<file path="src/rtl/core/hrpd_pkg.sv">
// ----------------------------------------------------------------------------
// hrpd_pkg
// shared types and constants of the heart rate peak detector
// ----------------------------------------------------------------------------
package hrpd_pkg;

	// filter signal width, signed, and the serial mac geometry
	localparam int Y_W     = 34;
	localparam int ACC_W   = 52;
	localparam int RND_W   = ACC_W - 16;
	localparam int COEF_W  = 16;
	localparam int MCNT_W  = 5;

	// serial divider geometry
	localparam int DIV_N_W = 24;
	localparam int DIV_D_W = 16;
	localparam int DCNT_W  = 5;

	// q0.16 coefficients
	localparam logic [COEF_W-1:0] C_BASE_KEEP = 16'd63570;
	localparam logic [COEF_W-1:0] C_BASE_NEW  = 16'd1966;
	localparam logic [COEF_W-1:0] C_Y_NEW     = 16'd45875;
	localparam logic [COEF_W-1:0] C_Y_KEEP    = 16'd19661;
	localparam logic [COEF_W-1:0] C_ENV_KEEP  = 16'd62259;
	localparam logic [COEF_W-1:0] C_ENV_NEW   = 16'd3277;
	localparam logic [COEF_W-1:0] C_TH_HI     = 16'd42598;
	localparam logic [COEF_W-1:0] C_TH_LO     = 16'd19661;

	// 60000 ms per minute times 256 for q8.8
	localparam logic [DIV_N_W-1:0] RATE_NUM = 24'd15360000;

	// register map
	localparam int ADDR_W = 5;
	localparam logic [2:0] REG_PEAK_FLOOR  = 3'd0;
	localparam logic [2:0] REG_REARM_FLOOR = 3'd1;
	localparam logic [2:0] REG_MIN_IVL     = 3'd2;
	localparam logic [2:0] REG_MAX_IVL     = 3'd3;
	localparam logic [2:0] REG_JUMP        = 3'd4;
	localparam logic [2:0] REG_TIMEOUT     = 3'd5;

	localparam logic [17:0] RST_PEAK_FLOOR  = 18'd120;
	localparam logic [17:0] RST_REARM_FLOOR = 18'd60;
	localparam logic [15:0] RST_MIN_IVL     = 16'd350;
	localparam logic [15:0] RST_MAX_IVL     = 16'd1800;
	localparam logic [15:0] RST_JUMP        = 16'd6400;
	localparam logic [15:0] RST_TIMEOUT     = 16'd3000;

	typedef struct packed {
		logic [17:0] peak_floor;
		logic [17:0] rearm_floor;
		logic [15:0] min_ivl;
		logic [15:0] max_ivl;
		logic [15:0] jump;
		logic [15:0] timeout;
	} cfg_t;

	typedef enum logic [3:0] {
		ST_IDLE,
		ST_BASE_A,
		ST_BASE_B,
		ST_Y_A,
		ST_Y_B,
		ST_ENV_A,
		ST_ENV_B,
		ST_THI,
		ST_TLO,
		ST_DECIDE,
		ST_INST_DIV,
		ST_CHECK,
		ST_SUM,
		ST_AVG_DIV,
		ST_FINISH
	} state_t;

endpackage

</file>
<file path="src/rtl/core/heart_rate_peak_detector_core.sv">
// ----------------------------------------------------------------------------
// heart_rate_peak_detector_core
// ppg peak detector: dc tracker, smoother, envelope, peak gating, rate average
// ----------------------------------------------------------------------------
//
// channel  | handshake                  | word
// ---------+----------------------------+-------------------------------
// sample   | sample_valid/sample_ready  | ir_sample, now_ms
// result   | result_valid/result_ready  | heart_rate, beat_accepted
// config   | apb psel/penable/pready    | paddr, pwdata, prdata
//
// one word is worked at a time; every filter product runs through one
// bit-serial mac (load, a step per coefficient bit, done), eight
// products for each sample
// a sample that adds a beat also runs two serial divides, a check
// step and a history sweep
// a new sample is taken while the previous result waits in the output
// register; the sequencer only holds at its last step when that register
// is still full
// reset is asynchronous, active low; history storage needs no clearing
//
module heart_rate_peak_detector_core #(
	parameter int HISTORY_DEPTH = 8
) (
	input  logic                         clk,
	input  logic                         arst_n,
	// sample channel
	input  logic                         sample_valid,
	output logic                         sample_ready,
	input  logic [17:0]                  ir_sample,
	input  logic [31:0]                  now_ms,
	// result channel
	output logic                         result_valid,
	input  logic                         result_ready,
	output logic [15:0]                  heart_rate,
	output logic                         beat_accepted,
	// configuration
	input  logic                         psel,
	input  logic                         penable,
	input  logic                         pwrite,
	input  logic [hrpd_pkg::ADDR_W-1:0]  paddr,
	input  logic [31:0]                  pwdata,
	output logic [31:0]                  prdata,
	output logic                         pready
);

	localparam int SLOT_W = (HISTORY_DEPTH > 1) ? $clog2(HISTORY_DEPTH) : 1;
	localparam int FILL_W = $clog2(HISTORY_DEPTH + 1);
	localparam int SUM_W  = 16 + FILL_W;
	localparam int Y_W    = hrpd_pkg::Y_W;
	localparam int RND_W  = hrpd_pkg::RND_W;
	localparam int N_W    = hrpd_pkg::DIV_N_W;

	hrpd_pkg::cfg_t cfg;

	hrpd_regs u_regs (
		.clk     (clk),
		.arst_n  (arst_n),
		.psel    (psel),
		.penable (penable),
		.pwrite  (pwrite),
		.paddr   (paddr),
		.pwdata  (pwdata),
		.prdata  (prdata),
		.pready  (pready),
		.cfg     (cfg)
	);

	hrpd_pkg::state_t state_q, state_d;

	// captured word
	logic [17:0] ir_q;
	logic [31:0] now_q;

	// filter state
	logic [31:0]           baseline_q;
	logic signed [Y_W-1:0] y_q;
	logic signed [Y_W-1:0] lf_q;
	logic signed [Y_W-1:0] of_q;
	logic [31:0]           env_q;
	logic [32:0]           th_hi_q;
	logic [32:0]           th_lo_q;

	// peak and rate state
	logic              armed_q;
	logic              seen_q;
	logic [31:0]       lpt_q;
	logic [15:0]       dt_q;
	logic [15:0]       inst_q;
	logic [15:0]       cur_q;
	logic [SLOT_W-1:0] slot_q;
	logic [FILL_W-1:0] fill_q;
	logic [SUM_W-1:0]  sum_q;
	logic [FILL_W-1:0] rd_idx_q;
	logic              pend_q;
	logic              beat_q;
	logic              step_q;

	// output register
	logic        out_valid_q;
	logic [15:0] out_rate_q;
	logic        out_beat_q;

	// history memory
	logic [15:0] hist_mem [HISTORY_DEPTH];
	logic [15:0] rd_data_q;
	logic        hist_we;

	// shared units
	logic                           mac_load, mac_clr, mac_busy;
	logic signed [Y_W-1:0]          mac_a;
	logic [hrpd_pkg::COEF_W-1:0]    mac_coef;
	logic signed [RND_W-1:0]        mac_rnd;
	logic                           div_load, div_busy;
	logic [N_W-1:0]                 div_num;
	logic [hrpd_pkg::DIV_D_W-1:0]   div_den;
	logic [N_W-1:0]                 div_quot;

	hrpd_mac u_mac (
		.clk    (clk),
		.arst_n (arst_n),
		.load   (mac_load),
		.clr    (mac_clr),
		.a      (mac_a),
		.coef   (mac_coef),
		.busy   (mac_busy),
		.rnd    (mac_rnd)
	);

	hrpd_div u_div (
		.clk    (clk),
		.arst_n (arst_n),
		.load   (div_load),
		.num    (div_num),
		.den    (div_den),
		.busy   (div_busy),
		.quot   (div_quot)
	);

	// derived values
	logic signed [Y_W-1:0] s_ext, base_ext, env_ext, x_val, y_abs;
	logic [32:0]           rnd_th, peak_fl, rearm_fl;
	logic [31:0]           env_sat, dt_full, since_peak;
	logic                  peak, in_range, unit_done, mac_state, div_state;
	logic [15:0]           inst_sat, diff;
	logic                  take_rate, sum_done, leave, rearm, timed_out;

	assign s_ext    = $signed({2'b00, ir_q, 14'd0});
	assign base_ext = $signed({2'b00, baseline_q});
	assign env_ext  = $signed({2'b00, env_q});
	assign x_val    = s_ext - base_ext;
	assign y_abs    = y_q[Y_W-1] ? -y_q : y_q;

	// envelope saturates to 32 bits; thresholds never go below their floors
	assign env_sat  = (mac_rnd[RND_W-1:32] != '0) ? 32'hFFFF_FFFF : mac_rnd[31:0];
	assign rnd_th   = mac_rnd[32:0];
	assign peak_fl  = {1'b0, cfg.peak_floor, 14'd0};
	assign rearm_fl = {1'b0, cfg.rearm_floor, 14'd0};

	// local maximum of the smoothed signal above the high threshold
	assign peak = (lf_q > of_q) && (lf_q > y_q) &&
		($signed({lf_q[Y_W-1], lf_q}) > $signed({2'b00, th_hi_q}));

	assign dt_full  = now_q - lpt_q;
	assign in_range = seen_q && (dt_full > {16'd0, cfg.min_ivl}) &&
		(dt_full < {16'd0, cfg.max_ivl});

	assign inst_sat  = (div_quot[N_W-1:16] != '0) ? 16'hFFFF : div_quot[15:0];
	assign diff      = (inst_q > cur_q) ? (inst_q - cur_q) : (cur_q - inst_q);
	assign take_rate = (cur_q == 16'd0) || (diff < cfg.jump);
	assign sum_done  = (rd_idx_q == fill_q) && !pend_q;

	assign mac_state = (state_q == hrpd_pkg::ST_BASE_A) || (state_q == hrpd_pkg::ST_BASE_B) ||
		(state_q == hrpd_pkg::ST_Y_A) || (state_q == hrpd_pkg::ST_Y_B) ||
		(state_q == hrpd_pkg::ST_ENV_A) || (state_q == hrpd_pkg::ST_ENV_B) ||
		(state_q == hrpd_pkg::ST_THI) || (state_q == hrpd_pkg::ST_TLO);
	assign div_state = (state_q == hrpd_pkg::ST_INST_DIV) || (state_q == hrpd_pkg::ST_AVG_DIV);
	assign unit_done = step_q && (mac_state ? !mac_busy : !div_busy);

	// rearm and timeout see the peak bookkeeping done earlier in the word
	assign leave      = (state_q == hrpd_pkg::ST_FINISH) && (!out_valid_q || result_ready);
	assign rearm      = !armed_q && (y_q < $signed({1'b0, th_lo_q}));
	assign since_peak = now_q - lpt_q;
	assign timed_out  = seen_q && (since_peak > {16'd0, cfg.timeout});

	// next state
	always_comb begin
		state_d = state_q;
		case (state_q)
			hrpd_pkg::ST_IDLE:     if (sample_valid) state_d = hrpd_pkg::ST_BASE_A;
			hrpd_pkg::ST_BASE_A:   if (unit_done) state_d = hrpd_pkg::ST_BASE_B;
			hrpd_pkg::ST_BASE_B:   if (unit_done) state_d = hrpd_pkg::ST_Y_A;
			hrpd_pkg::ST_Y_A:      if (unit_done) state_d = hrpd_pkg::ST_Y_B;
			hrpd_pkg::ST_Y_B:      if (unit_done) state_d = hrpd_pkg::ST_ENV_A;
			hrpd_pkg::ST_ENV_A:    if (unit_done) state_d = hrpd_pkg::ST_ENV_B;
			hrpd_pkg::ST_ENV_B:    if (unit_done) state_d = hrpd_pkg::ST_THI;
			hrpd_pkg::ST_THI:      if (unit_done) state_d = hrpd_pkg::ST_TLO;
			hrpd_pkg::ST_TLO:      if (unit_done) state_d = hrpd_pkg::ST_DECIDE;
			hrpd_pkg::ST_DECIDE: begin
				if (armed_q && peak && in_range) begin
					state_d = hrpd_pkg::ST_INST_DIV;
				end else begin
					state_d = hrpd_pkg::ST_FINISH;
				end
			end
			hrpd_pkg::ST_INST_DIV: if (unit_done) state_d = hrpd_pkg::ST_CHECK;
			hrpd_pkg::ST_CHECK: begin
				state_d = take_rate ? hrpd_pkg::ST_SUM : hrpd_pkg::ST_FINISH;
			end
			hrpd_pkg::ST_SUM:      if (sum_done) state_d = hrpd_pkg::ST_AVG_DIV;
			hrpd_pkg::ST_AVG_DIV:  if (unit_done) state_d = hrpd_pkg::ST_FINISH;
			hrpd_pkg::ST_FINISH:   if (leave) state_d = hrpd_pkg::ST_IDLE;
			default:               state_d = hrpd_pkg::ST_IDLE;
		endcase
	end

	// unit controls
	always_comb begin
		mac_load = 1'b0;
		mac_clr  = 1'b0;
		mac_a    = '0;
		mac_coef = '0;
		div_load = 1'b0;
		div_num  = '0;
		div_den  = '0;
		hist_we  = 1'b0;
		case (state_q)
			hrpd_pkg::ST_BASE_A: begin
				mac_clr = 1'b1; mac_a = base_ext; mac_coef = hrpd_pkg::C_BASE_KEEP;
			end
			hrpd_pkg::ST_BASE_B: begin
				mac_a = s_ext; mac_coef = hrpd_pkg::C_BASE_NEW;
			end
			hrpd_pkg::ST_Y_A: begin
				mac_clr = 1'b1; mac_a = x_val; mac_coef = hrpd_pkg::C_Y_NEW;
			end
			hrpd_pkg::ST_Y_B: begin
				mac_a = lf_q; mac_coef = hrpd_pkg::C_Y_KEEP;
			end
			hrpd_pkg::ST_ENV_A: begin
				mac_clr = 1'b1; mac_a = env_ext; mac_coef = hrpd_pkg::C_ENV_KEEP;
			end
			hrpd_pkg::ST_ENV_B: begin
				mac_a = y_abs; mac_coef = hrpd_pkg::C_ENV_NEW;
			end
			hrpd_pkg::ST_THI: begin
				mac_clr = 1'b1; mac_a = env_ext; mac_coef = hrpd_pkg::C_TH_HI;
			end
			hrpd_pkg::ST_TLO: begin
				mac_clr = 1'b1; mac_a = env_ext; mac_coef = hrpd_pkg::C_TH_LO;
			end
			hrpd_pkg::ST_INST_DIV: begin
				div_num = hrpd_pkg::RATE_NUM + N_W'(dt_q >> 1);
				div_den = dt_q;
			end
			hrpd_pkg::ST_CHECK: begin
				hist_we = take_rate;
			end
			hrpd_pkg::ST_AVG_DIV: begin
				div_num = N_W'(sum_q) + N_W'(fill_q >> 1);
				div_den = hrpd_pkg::DIV_D_W'(fill_q);
			end
			default: ;
		endcase
		if (mac_state) begin
			mac_load = !step_q;
		end
		if (div_state) begin
			div_load = !step_q;
		end
	end

	assign sample_ready  = (state_q == hrpd_pkg::ST_IDLE);
	assign result_valid  = out_valid_q;
	assign heart_rate    = out_rate_q;
	assign beat_accepted = out_beat_q;

	// history memory, registered read
	always_ff @(posedge clk) begin
		if (hist_we) begin
			hist_mem[slot_q] <= inst_q;
		end
		rd_data_q <= hist_mem[rd_idx_q[SLOT_W-1:0]];
	end

	always_ff @(posedge clk or negedge arst_n) begin
		if (!arst_n) begin
			state_q     <= hrpd_pkg::ST_IDLE;
			step_q      <= 1'b0;
			ir_q        <= '0;
			now_q       <= '0;
			baseline_q  <= '0;
			y_q         <= '0;
			lf_q        <= '0;
			of_q        <= '0;
			env_q       <= '0;
			th_hi_q     <= '0;
			th_lo_q     <= '0;
			armed_q     <= 1'b1;
			seen_q      <= 1'b0;
			lpt_q       <= '0;
			dt_q        <= '0;
			inst_q      <= '0;
			cur_q       <= '0;
			slot_q      <= '0;
			fill_q      <= '0;
			sum_q       <= '0;
			rd_idx_q    <= '0;
			pend_q      <= 1'b0;
			beat_q      <= 1'b0;
			out_valid_q <= 1'b0;
			out_rate_q  <= '0;
			out_beat_q  <= 1'b0;
		end else begin
			state_q <= state_d;

			// issue flag for the shared units
			if (mac_state || div_state) begin
				if (!step_q) begin
					step_q <= 1'b1;
				end else if (unit_done) begin
					step_q <= 1'b0;
				end
			end else begin
				step_q <= 1'b0;
			end

			// a word handed over this cycle without a new one behind it
			if (out_valid_q && result_ready && !leave) begin
				out_valid_q <= 1'b0;
			end

			case (state_q)
				hrpd_pkg::ST_IDLE: begin
					if (sample_valid) begin
						ir_q   <= ir_sample;
						now_q  <= now_ms;
						beat_q <= 1'b0;
					end
				end
				hrpd_pkg::ST_BASE_B: if (unit_done) baseline_q <= mac_rnd[31:0];
				hrpd_pkg::ST_Y_B:    if (unit_done) y_q <= mac_rnd[Y_W-1:0];
				hrpd_pkg::ST_ENV_B:  if (unit_done) env_q <= env_sat;
				hrpd_pkg::ST_THI: begin
					if (unit_done) th_hi_q <= (rnd_th < peak_fl) ? peak_fl : rnd_th;
				end
				hrpd_pkg::ST_TLO: begin
					if (unit_done) th_lo_q <= (rnd_th < rearm_fl) ? rearm_fl : rnd_th;
				end
				hrpd_pkg::ST_DECIDE: begin
					dt_q <= dt_full[15:0];
					if (armed_q && peak) begin
						lpt_q   <= now_q;
						seen_q  <= 1'b1;
						armed_q <= 1'b0;
					end
				end
				hrpd_pkg::ST_INST_DIV: if (unit_done) inst_q <= inst_sat;
				hrpd_pkg::ST_CHECK: begin
					if (take_rate) begin
						slot_q   <= (slot_q == SLOT_W'(HISTORY_DEPTH - 1)) ? '0 :
							slot_q + 1'b1;
						if (fill_q < FILL_W'(HISTORY_DEPTH)) begin
							fill_q <= fill_q + 1'b1;
						end
						sum_q    <= '0;
						rd_idx_q <= '0;
						pend_q   <= 1'b0;
						beat_q   <= 1'b1;
					end
				end
				hrpd_pkg::ST_SUM: begin
					// one history entry per cycle, the data in the cycle after its address
					if (rd_idx_q != fill_q) begin
						rd_idx_q <= rd_idx_q + 1'b1;
						pend_q   <= 1'b1;
					end else begin
						pend_q   <= 1'b0;
					end
					if (pend_q) begin
						sum_q <= sum_q + SUM_W'(rd_data_q);
					end
				end
				hrpd_pkg::ST_AVG_DIV: if (unit_done) cur_q <= div_quot[15:0];
				hrpd_pkg::ST_FINISH: begin
					if (leave) begin
						if (rearm) begin
							armed_q <= 1'b1;
						end
						if (timed_out) begin
							cur_q <= '0;
						end
						of_q        <= lf_q;
						lf_q        <= y_q;
						out_valid_q <= 1'b1;
						out_rate_q  <= timed_out ? 16'd0 : cur_q;
						out_beat_q  <= beat_q;
					end
				end
				default: ;
			endcase
		end
	end

endmodule

</file>
<file path="src/rtl/core/hrpd_mac.sv">
// ----------------------------------------------------------------------------
// hrpd_mac
// bit-serial multiply-accumulate, one coefficient bit per cycle, rounded
// ----------------------------------------------------------------------------
module hrpd_mac (
	input  logic                               clk,
	input  logic                               arst_n,
	input  logic                               load,
	input  logic                               clr,
	input  logic signed [hrpd_pkg::Y_W-1:0]    a,
	input  logic        [hrpd_pkg::COEF_W-1:0] coef,
	output logic                               busy,
	output logic signed [hrpd_pkg::RND_W-1:0]  rnd
);

	logic signed [hrpd_pkg::ACC_W-1:0]  acc_q;
	logic signed [hrpd_pkg::ACC_W-1:0]  a_q;
	logic        [hrpd_pkg::COEF_W-1:0] coef_q;
	logic        [hrpd_pkg::MCNT_W-1:0] cnt_q;
	logic signed [hrpd_pkg::ACC_W-1:0]  biased;

	always_ff @(posedge clk or negedge arst_n) begin
		if (!arst_n) begin
			acc_q  <= '0;
			a_q    <= '0;
			coef_q <= '0;
			cnt_q  <= '0;
		end else if (load) begin
			if (clr) begin
				acc_q <= '0;
			end
			a_q    <= hrpd_pkg::ACC_W'(a);
			coef_q <= coef;
			cnt_q  <= hrpd_pkg::MCNT_W'(hrpd_pkg::COEF_W);
		end else if (cnt_q != '0) begin
			if (coef_q[0]) begin
				acc_q <= acc_q + a_q;
			end
			a_q    <= a_q <<< 1;
			coef_q <= coef_q >> 1;
			cnt_q  <= cnt_q - 1'b1;
		end
	end

	// round half up then drop the 16 fraction bits
	assign biased = acc_q + hrpd_pkg::ACC_W'(32768);
	assign rnd    = biased[hrpd_pkg::ACC_W-1:16];
	assign busy   = (cnt_q != '0);

endmodule

</file>
<file path="src/rtl/core/hrpd_div.sv">
// ----------------------------------------------------------------------------
// hrpd_div
// restoring unsigned divider, one quotient bit per cycle
// ----------------------------------------------------------------------------
module hrpd_div (
	input  logic                                clk,
	input  logic                                arst_n,
	input  logic                                load,
	input  logic [hrpd_pkg::DIV_N_W-1:0]        num,
	input  logic [hrpd_pkg::DIV_D_W-1:0]        den,
	output logic                                busy,
	output logic [hrpd_pkg::DIV_N_W-1:0]        quot
);

	logic [hrpd_pkg::DIV_N_W-1:0] num_q;
	logic [hrpd_pkg::DIV_D_W-1:0] den_q;
	logic [hrpd_pkg::DIV_D_W-1:0] rem_q;
	logic [hrpd_pkg::DCNT_W-1:0]  cnt_q;
	logic [hrpd_pkg::DIV_D_W:0]   trial;
	logic                         fits;

	assign trial = {rem_q, num_q[hrpd_pkg::DIV_N_W-1]};
	assign fits  = (trial >= {1'b0, den_q});

	always_ff @(posedge clk or negedge arst_n) begin
		if (!arst_n) begin
			num_q <= '0;
			den_q <= '0;
			rem_q <= '0;
			cnt_q <= '0;
		end else if (load) begin
			num_q <= num;
			den_q <= den;
			rem_q <= '0;
			cnt_q <= hrpd_pkg::DCNT_W'(hrpd_pkg::DIV_N_W);
		end else if (cnt_q != '0) begin
			if (fits) begin
				rem_q <= hrpd_pkg::DIV_D_W'(trial - {1'b0, den_q});
			end else begin
				rem_q <= trial[hrpd_pkg::DIV_D_W-1:0];
			end
			num_q <= {num_q[hrpd_pkg::DIV_N_W-2:0], fits};
			cnt_q <= cnt_q - 1'b1;
		end
	end

	assign busy = (cnt_q != '0);
	assign quot = num_q;

endmodule

</file>
<file path="src/rtl/core/hrpd_regs.sv">
// ----------------------------------------------------------------------------
// hrpd_regs
// apb configuration registers
// ----------------------------------------------------------------------------
module hrpd_regs (
	input  logic                         clk,
	input  logic                         arst_n,
	input  logic                         psel,
	input  logic                         penable,
	input  logic                         pwrite,
	input  logic [hrpd_pkg::ADDR_W-1:0]  paddr,
	input  logic [31:0]                  pwdata,
	output logic [31:0]                  prdata,
	output logic                         pready,
	output hrpd_pkg::cfg_t               cfg
);

	hrpd_pkg::cfg_t cfg_q;
	logic           wr;

	assign wr     = psel && penable && pwrite;
	assign pready = 1'b1;
	assign cfg    = cfg_q;

	always_ff @(posedge clk or negedge arst_n) begin
		if (!arst_n) begin
			cfg_q.peak_floor  <= hrpd_pkg::RST_PEAK_FLOOR;
			cfg_q.rearm_floor <= hrpd_pkg::RST_REARM_FLOOR;
			cfg_q.min_ivl     <= hrpd_pkg::RST_MIN_IVL;
			cfg_q.max_ivl     <= hrpd_pkg::RST_MAX_IVL;
			cfg_q.jump        <= hrpd_pkg::RST_JUMP;
			cfg_q.timeout     <= hrpd_pkg::RST_TIMEOUT;
		end else if (wr) begin
			case (paddr[4:2])
				hrpd_pkg::REG_PEAK_FLOOR:  cfg_q.peak_floor  <= pwdata[17:0];
				hrpd_pkg::REG_REARM_FLOOR: cfg_q.rearm_floor <= pwdata[17:0];
				hrpd_pkg::REG_MIN_IVL:     cfg_q.min_ivl     <= pwdata[15:0];
				hrpd_pkg::REG_MAX_IVL:     cfg_q.max_ivl     <= pwdata[15:0];
				hrpd_pkg::REG_JUMP:        cfg_q.jump        <= pwdata[15:0];
				hrpd_pkg::REG_TIMEOUT:     cfg_q.timeout     <= pwdata[15:0];
				default: ;
			endcase
		end
	end

	always_comb begin
		case (paddr[4:2])
			hrpd_pkg::REG_PEAK_FLOOR:  prdata = {14'd0, cfg_q.peak_floor};
			hrpd_pkg::REG_REARM_FLOOR: prdata = {14'd0, cfg_q.rearm_floor};
			hrpd_pkg::REG_MIN_IVL:     prdata = {16'd0, cfg_q.min_ivl};
			hrpd_pkg::REG_MAX_IVL:     prdata = {16'd0, cfg_q.max_ivl};
			hrpd_pkg::REG_JUMP:        prdata = {16'd0, cfg_q.jump};
			hrpd_pkg::REG_TIMEOUT:     prdata = {16'd0, cfg_q.timeout};
			default:                   prdata = '0;
		endcase
	end

endmodule
</file>
<file path="config.mk">
export PLATFORM = sky130hd
export DESIGN_NAME = heart_rate_peak_detector_core
export DESIGN_NICKNAME = d
export VERILOG_FILES = /design/src/rtl/core/hrpd_pkg.sv /design/src/rtl/core/heart_rate_peak_detector_core.sv /design/src/rtl/core/hrpd_mac.sv /design/src/rtl/core/hrpd_div.sv /design/src/rtl/core/hrpd_regs.sv
export SDC_FILE = /design/constraint.sdc
export NUM_CORES = 2
export LEC_CHECK = 0
export BUFFER_PORTS_ARGS = -buffer_cell sky130_fd_sc_hd__buf_2
export CORE_MARGIN = 4
export CORE_UTILIZATION = 40
export CTS_CLUSTER_SIZE = 8
export DETAILED_ROUTE_END_ITERATION = 10
export SLEW_MARGIN = 20
export SYNTH_ARGS = -nofsm -noshare
export SYNTH_HDL_FRONTEND = slang
export SYNTH_SLANG_ARGS = --single-unit
</file>
<file path="constraint.sdc">
create_clock -name clk -period 10.72 [get_ports clk]
set_clock_uncertainty 0.2 [all_clocks]
set_input_delay 0.536 -clock clk [delete_from_list [all_inputs] [get_ports clk]]
set_output_delay 0.536 -clock clk [all_outputs]
set_load 0.01 [all_outputs]
</file>
======== Word level (Yosys, flattened, before mapping) ========
Memories as Yosys holds them, arrays and structs flattened. A register that Yosys moved wholly into a read port is not among the register bits.
Index checks and enable logic that the tools add are counted.
W data, S select, Z words.
operators by class
  $add $sub $neg .......................... 16
  $lt $le $gt $ge ......................... 13
  equality and inequality tests ........... 41
  multiplexer cells ....................... 78
  reduce and logical (&&, ||, !) cells .... 75
operators by type and width
  operator                  number
  $mux W52                  6
  $pmux W34 S6              1
  $mux W16                  10
  $pmux W16 S7              1
  $pmux W18 S6              1
  $gt A34 B34 Y1            3
  $lt A33 B32 Y1            2
  $mux W33                  2
  $gt A32 B16 Y1            2
  $pmux W16 S2              2
  $mux W4                   15
  $pmux W4 S15              1
  $add A52 B17 Y52 const B  1
  $add A52 B52 Y52          1
  $mux W24                  2
  $pmux W24 S2              1
  $sub A16 B16 Y16          3
  $mux W20                  2
  $pmux W20 S2              1
  $ne A2 B2 Y1 const B      18
  $lt A34 B34 Y1            1
  $mux W34                  1
  $neg A34 Y34              1
  $reduce_and A2 Y1         17
  other kinds (46)          128
word-level totals
  flip-flop bits (word level) ............. 706
  RAM bits ................................ 128
  output and inout bits ................... 52
  memories ................................ 1
memories
  name      words  width  read ports  clocked after Yosys merged registers in  wr ports  line                                  source
  hist_mem  8      16     1           1                                        1         heart_rate_peak_detector_core.sv:105  logic [15:0] hist_mem [HISTORY_DEPTH];

======== Depth between registers and ports, before layout ========
  word-level depth ........................ 13
  depth in mapped cells ................... 25
  mapped depth without buffers ............ 23

======== Hierarchy ========
A second synthesis with hierarchy kept.
second synthesis, totals
  cell total of the unflattened synthesis .. 5294
  area, all modules ....................... 52197.6 µm²
modules (own cells, without submodules)
  module                         times used  cells an instance  area each (µm²)  seq. area each (µm²)
  heart_rate_peak_detector_core  1           3623               35337.6          14675.3
  hrpd_mac                       1           919                8353.0           3128.0
  hrpd_regs                      1           355                4854.7           2537.4
  hrpd_div                       1           397                3652.3           1526.5

======== Least setup slack after synthesis ========
OpenSTA, ideal clock, no wires.
  path type ............................... register to register
  from .................................... register inst_q[0]
  to ...................................... memory hist_mem[5][0] (enable)
  library setup time ...................... 0.413 ns
  arrival time ............................ 6.085 ns
  data required time ...................... 10.107 ns
  setup slack ............................. 4.022 ns
  stages on the path, launching flop included .. 25
  buffers on the path ..................... 3
  cell sequence ........................... dfrtp_1 -> inv_1 -> ha_1 -> inv_1 -> fa_1 -> a21o_1 -> a21oi_1 -> o21ai_0 -> o311a_1 -> o21ai_1 -> buf_2 -> buf_2 -> mux2_2 -> ha_1 -> a21boi_0 -> o21a_1 -> o21ai_0 -> a21oi_1 -> o211ai_1 -> a211o_1 -> o211ai_1 -> a31oi_1 -> clkbuf_1 -> nand2_1 -> nor3b_1
between the ends
  word-level cells in the longest chain between the ends .. 7
  elaborated cells between the ends (all ways) .. 9
ends and longest elaborated chain
  item                                                line                                  source
  start: declaration                                  heart_rate_peak_detector_core.sv:89   logic [15:0] inst_q;
  start signal: assignment                            heart_rate_peak_detector_core.sv:358  hrpd_pkg::ST_INST_DIV: if (unit_done) inst_q <= inst_sat;
  $sub A16 B16 Y16 or $gt A16 B16 Y1 (tied branches)  heart_rate_peak_detector_core.sv:169  assign diff = (inst_q > cur_q) ? (inst_q - cur_q) : (cur_q - inst_q);
  $mux W16 *                                          heart_rate_peak_detector_core.sv:169
  $lt A16 B16 Y1 *                                    heart_rate_peak_detector_core.sv:170  assign take_rate = (cur_q == 16'd0) || (diff < cfg.jump);
  $logic_or A1 B1 Y1 *                                heart_rate_peak_detector_core.sv:170
  $mux W1 *                                           heart_rate_peak_detector_core.sv:227  case (state_q)
  $mux W1 *                                           heart_rate_peak_detector_core.sv:280  if (hist_we) begin
  $mux W1 (implied by the code) *                     heart_rate_peak_detector_core.sv:281  hist_mem[slot_q] <= inst_q;
  end: declaration                                    heart_rate_peak_detector_core.sv:105
Mark *: on every way between the ends. The rest lies on a longest branch, timed or not.

======== Worst setup path in the final report ========
  from .................................... register inst_q[0]
  to ...................................... memory hist_mem[4][14] (enable)
Same word-level chain as after synthesis.

==> summary.json <==
{
  "status": "finished, final reports clean",
  "detailedPlacementHpwl_um": 104000,
  "initial_antenna_violation_count": 8,
  "detail_route.drc_violations": 0,
  "vias": 39900,
  "clkLatencyLatePin_ps": 750,
  "ys_async_rst_share": 0.831,
  "timing.setup.critical_path_class": "reg -> reg",
  "drtPass1Iterations": 10,
  "max-cap-violations": 0,
  "tritoncts": "built",
  "register_area_um2": 21900,
  "root_buffer": "clkbuf_16",
  "power_switching_share": 0.440,
  "cts-resized-gates": 0,
  "start_util": 0.404,
  "htreeDepth": 3,
  "rrSetupSlack_ps": 3810,
  "clock_power_share": 0.200,
  "fill_cells": 11900,
  "max-slew-margin-rel": 0.298,
  "rsz0062_at_grt": "false",
  "power_leakage_uw": 0.0254,
  "register_area_share_after_synthesis": 0.437,
  "gp_routability_congestion": 0.917,
  "final-max-slew-violation-count": 0,
  "die_area_um2": 131000,
  "clkSlewWorstSetupHoldPaths_ps": 50,
  "yosys_warnings": 0,
  "viasPerCell": 5.58,
  "switching_power_uw": 7770,
  "routed_wire_length_per_instance_um": 20.2,
  "pwr_density_cell_nw_per_um2": 311,
  "worst-path-max-fanout": 24,
  "wire_length_of_the_first_global_routing_pass_um": 228000,
  "die-height_um": 362,
  "instances_no_fill": 7155,
  "numPortBuffers": 114,
  "grt_overflow": 0,
  "fin_crit_sh": 0.645,
  "min-delay-path-class": "in -> reg",
  "cts.sinks": 850,
  "cts_max_path_buffers": 3,
  "ioPinCount": 146,
  "yosys-mux-area-fraction": 0.0473,
  "report.final.hold_viol_count": 0,
  "synth-compound-area-share": 0.190,
  "yosys.area_share.simple": 0.130,
  "final_core_util": 0.457,
  "synthToLayoutAreaGrowth_pct": 13.2,
  "ir_drop_mv": 0.198,
  "synth_top_family_by_area": "compound AO/OA/AOI/OAI gates",
  "synth.cell_area_um2": 50100,
  "synth_edf_count": 128,
  "worst_slack_ps": 3810,
  "sequentialPowerShare": 0.283,
  "crit_path_end_kind": "flip-flop",
  "fin_tns_setup_ps": 0,
  "report.final.setup_viol": 0,
  "fin_total_pwr_uw": 17600,
  "die_w_um": 362,
  "maximum_number_of_pins_on_one_net_before_global_route_repair": 157,
  "design.final.nets": 5937,
  "drive_above_1_share": 0.0976,
  "worst_ep_required_time_ps": 10870,
  "drt.antenna.violating_nets": 0,
  "cts-buffers-inserted": 117,
  "place.detailed.instances": 6877,
  "groute.usage.overall": 0.218,
  "gate_count_post_synth": 5302,
  "setup.worst_path.start_class": "flip-flop",
  "place_ws_ps": 3900,
  "post-route-min-period_ps": 6910,
  "core_um2": 124000,
  "yosys_most_used_dff": "dfrtp_1",
  "fmaxAchievable_mhz": 145,
  "p_int_uw": 9870,
  "synth_cell_types": 101,
  "synth-xor-area-share": 0.0395,
  "grt_pass1_vias": 38900,
  "comb_power_share": 0.517,
  "adder_cell_share_of_the_synthesized_area": 0.105,
  "synth_seq_cells": 850,
  "worst_ep_arrival_time_ps": 7060,
  "worstMarginPinSlew_ps": 1050,
  "multi_input_area_um2": 25900,
  "num_rows": 129,
  "syn-mean-instance-area_um2": 9.44,
  "routed_wire_length_um": 145000,
  "detail_route.iter0.violations": 3232
}
==> power by group through the flow <==
| stage | combinational, µW | sequential [µW] | clock, µW |
|---|---|---|---|
| after CTS | 9040 | 4990 | 3630 |
| after global placement | 8820 | 5030 | 0 |
| after floorplan | 6710 | 4690 | 0 |
| after global routing | 10200 | 5100 | 3760 |
| after detailed placement | 8950 | 5040 | 0 |
| final | 9110 | 4990 | 3530 |
==> final timing paths <==
| kind | to | start | cells after the start |
|---|---|---|---|
| max reg2reg | hist_mem[4][14]$_DFFE_PP_ | inst_q[0]$_DFFE_PN0P_ | 24 |
| min in group asynchronous | u_mac.acc_q[2]$_DFFE_PN0P_ | arst_n | 2 |
| max in group asynchronous | now_q[4]$_DFFE_PN0P_ | arst_n | 4 |
| min | result_valid$_DFF_PN0_ | result_ready | 3 |
| min reg2reg | th_hi_q[5]$_DFFE_PN0P_ | th_hi_q[5]$_DFFE_PN0P_ | 2 |
| max | hist_mem[4][14]$_DFFE_PP_ | inst_q[0]$_DFFE_PN0P_ | 24 |
==> cells in the mapped netlist, drive strengths merged, types with 33 or more instances <==
library cell	count	share of area
a31oi	80	0.010
a21o	111	0.017
xor2	83	0.015
nor2b	46	0.0057
a21oi	323	0.032
clkbuf	203	0.015
xnor2	143	0.025
buf	52	0.0056
a211oi	50	0.0075
o21bai	40	0.0061
and3	36	0.0045
dfrtp	677	0.34
mux2i	70	0.014
nand3	76	0.0077
o21ai	566	0.057
o31ai	61	0.0095
nor3	48	0.0049
inv	415	0.031
nand2b	38	0.0047
ha	407	0.10
edfxtp	128	0.077
nor2	233	0.017
mux2	84	0.019
nand2	754	0.057
o211ai	33	0.0049
nand4	71	0.0089
==> state kept, by name, indices dropped and copies added, names as in the netlist, 18 cells and up <==
name / flops
u_mac.a_q: 52
hist_mem: 128
env_q: 32
of_q: 34
y_q: 34
u_div.quot: 24
ir_q: 18
sum_q: 20
baseline_q: 32
lf_q: 34
u_regs.cfg: 100
th_lo_q: 33
lpt_q: 32
th_hi_q: 33
u_mac.acc_q: 52
now_q: 32
==> worst max-delay path: stages (launching register included) <==
cell	delay [ps]
dfrtp_1	470
inv_1	130
ha_1	150
inv_1	60
fa_1	410
a21o_1	180
a21oi_1	190
o21ai_0	200
o311a_1	340
o21ai_2	300
buf_4	340
mux2i_1	350
nand3_1	120
o2111ai_1	160
a21oi_1	120
o21ai_1	160
xor2_1	210
ha_1	280
nand3_1	110
a211o_1	100
o211ai_1	190
a31oi_2	240
buf_4	310
nand2b_1	250
nor3b_4	920
==> cell families (layout without fill, tap and decap cells) <==
logic type      after synthesis  in the layout
fa+ha+maj                   414            414
compound gates             1524           1524
simple gates               1429           1429
mux                         186            186
xor+xnor                    226            226
other cells                   2             18
buf+inv                     671            871
flops                       850            850
==> routing by layer <==
metal / track usage / routed length (µm) / vias to the layer above / part of all wire
li1: - / - / 19100 / -
met1: 0.307 / 66500 / 19500 / 0.46
met3: 0.0334 / 7670 / 269 / 0.053
met5: 0 / 0 / - / 0
met2: 0.345 / 65400 / 1033 / 0.45
met4: 0.0757 / 5120 / 0 / 0.035
==> cell type report <==
| class | count | share of cell area |
|---|---|---|
| multi-input combinational | 3794 | 0.457 |
| sequential | 850 | 0.386 |
| clock buffer | 196 | 0.0571 |
| tap | 1637 | 0.0362 |
| timing repair buffer | 250 | 0.0321 |
| inverter | 416 | 0.0276 |
| clock inverter | 9 | 0.00433 |
| antenna | 3 | 0.000133 |
==> placed cells by master, fill, tap and decap left out, types with 78 or more instances in the layout <==
| cell | instances |
|---|---|
| buf_2 | 113 |
| xor2_1 | 83 |
| a21oi_1 | 322 |
| dfrtp_1 | 676 |
| a31oi_1 | 78 |
| o21ai_0 | 562 |
| inv_1 | 414 |
| nor2_1 | 227 |
| mux2_2 | 84 |
| ha_1 | 407 |
| clkbuf_1 | 78 |
| clkbuf_16 | 117 |
| a21o_1 | 111 |
| xnor2_1 | 143 |
| edfxtp_1 | 128 |
| nand2_1 | 747 |
==> through the flow <==
step / hold WS, ps / cell area [µm²]
after floorplan: 40.4 / 50100
after global routing: 153 / 56600
after global placement: 261 / 52400
after CTS: 90.9 / 56600
after detailed placement: 266 / 52400
final: 182 / 56600
==> what timing repair did <==
item	4_1_cts	5_1_grt
setup endpoints to repair	0	0
hold buffers	69	0
buffers inserted	0	0
hold endpoints to repair	245	0
Power figures use the tool's default switching activity.
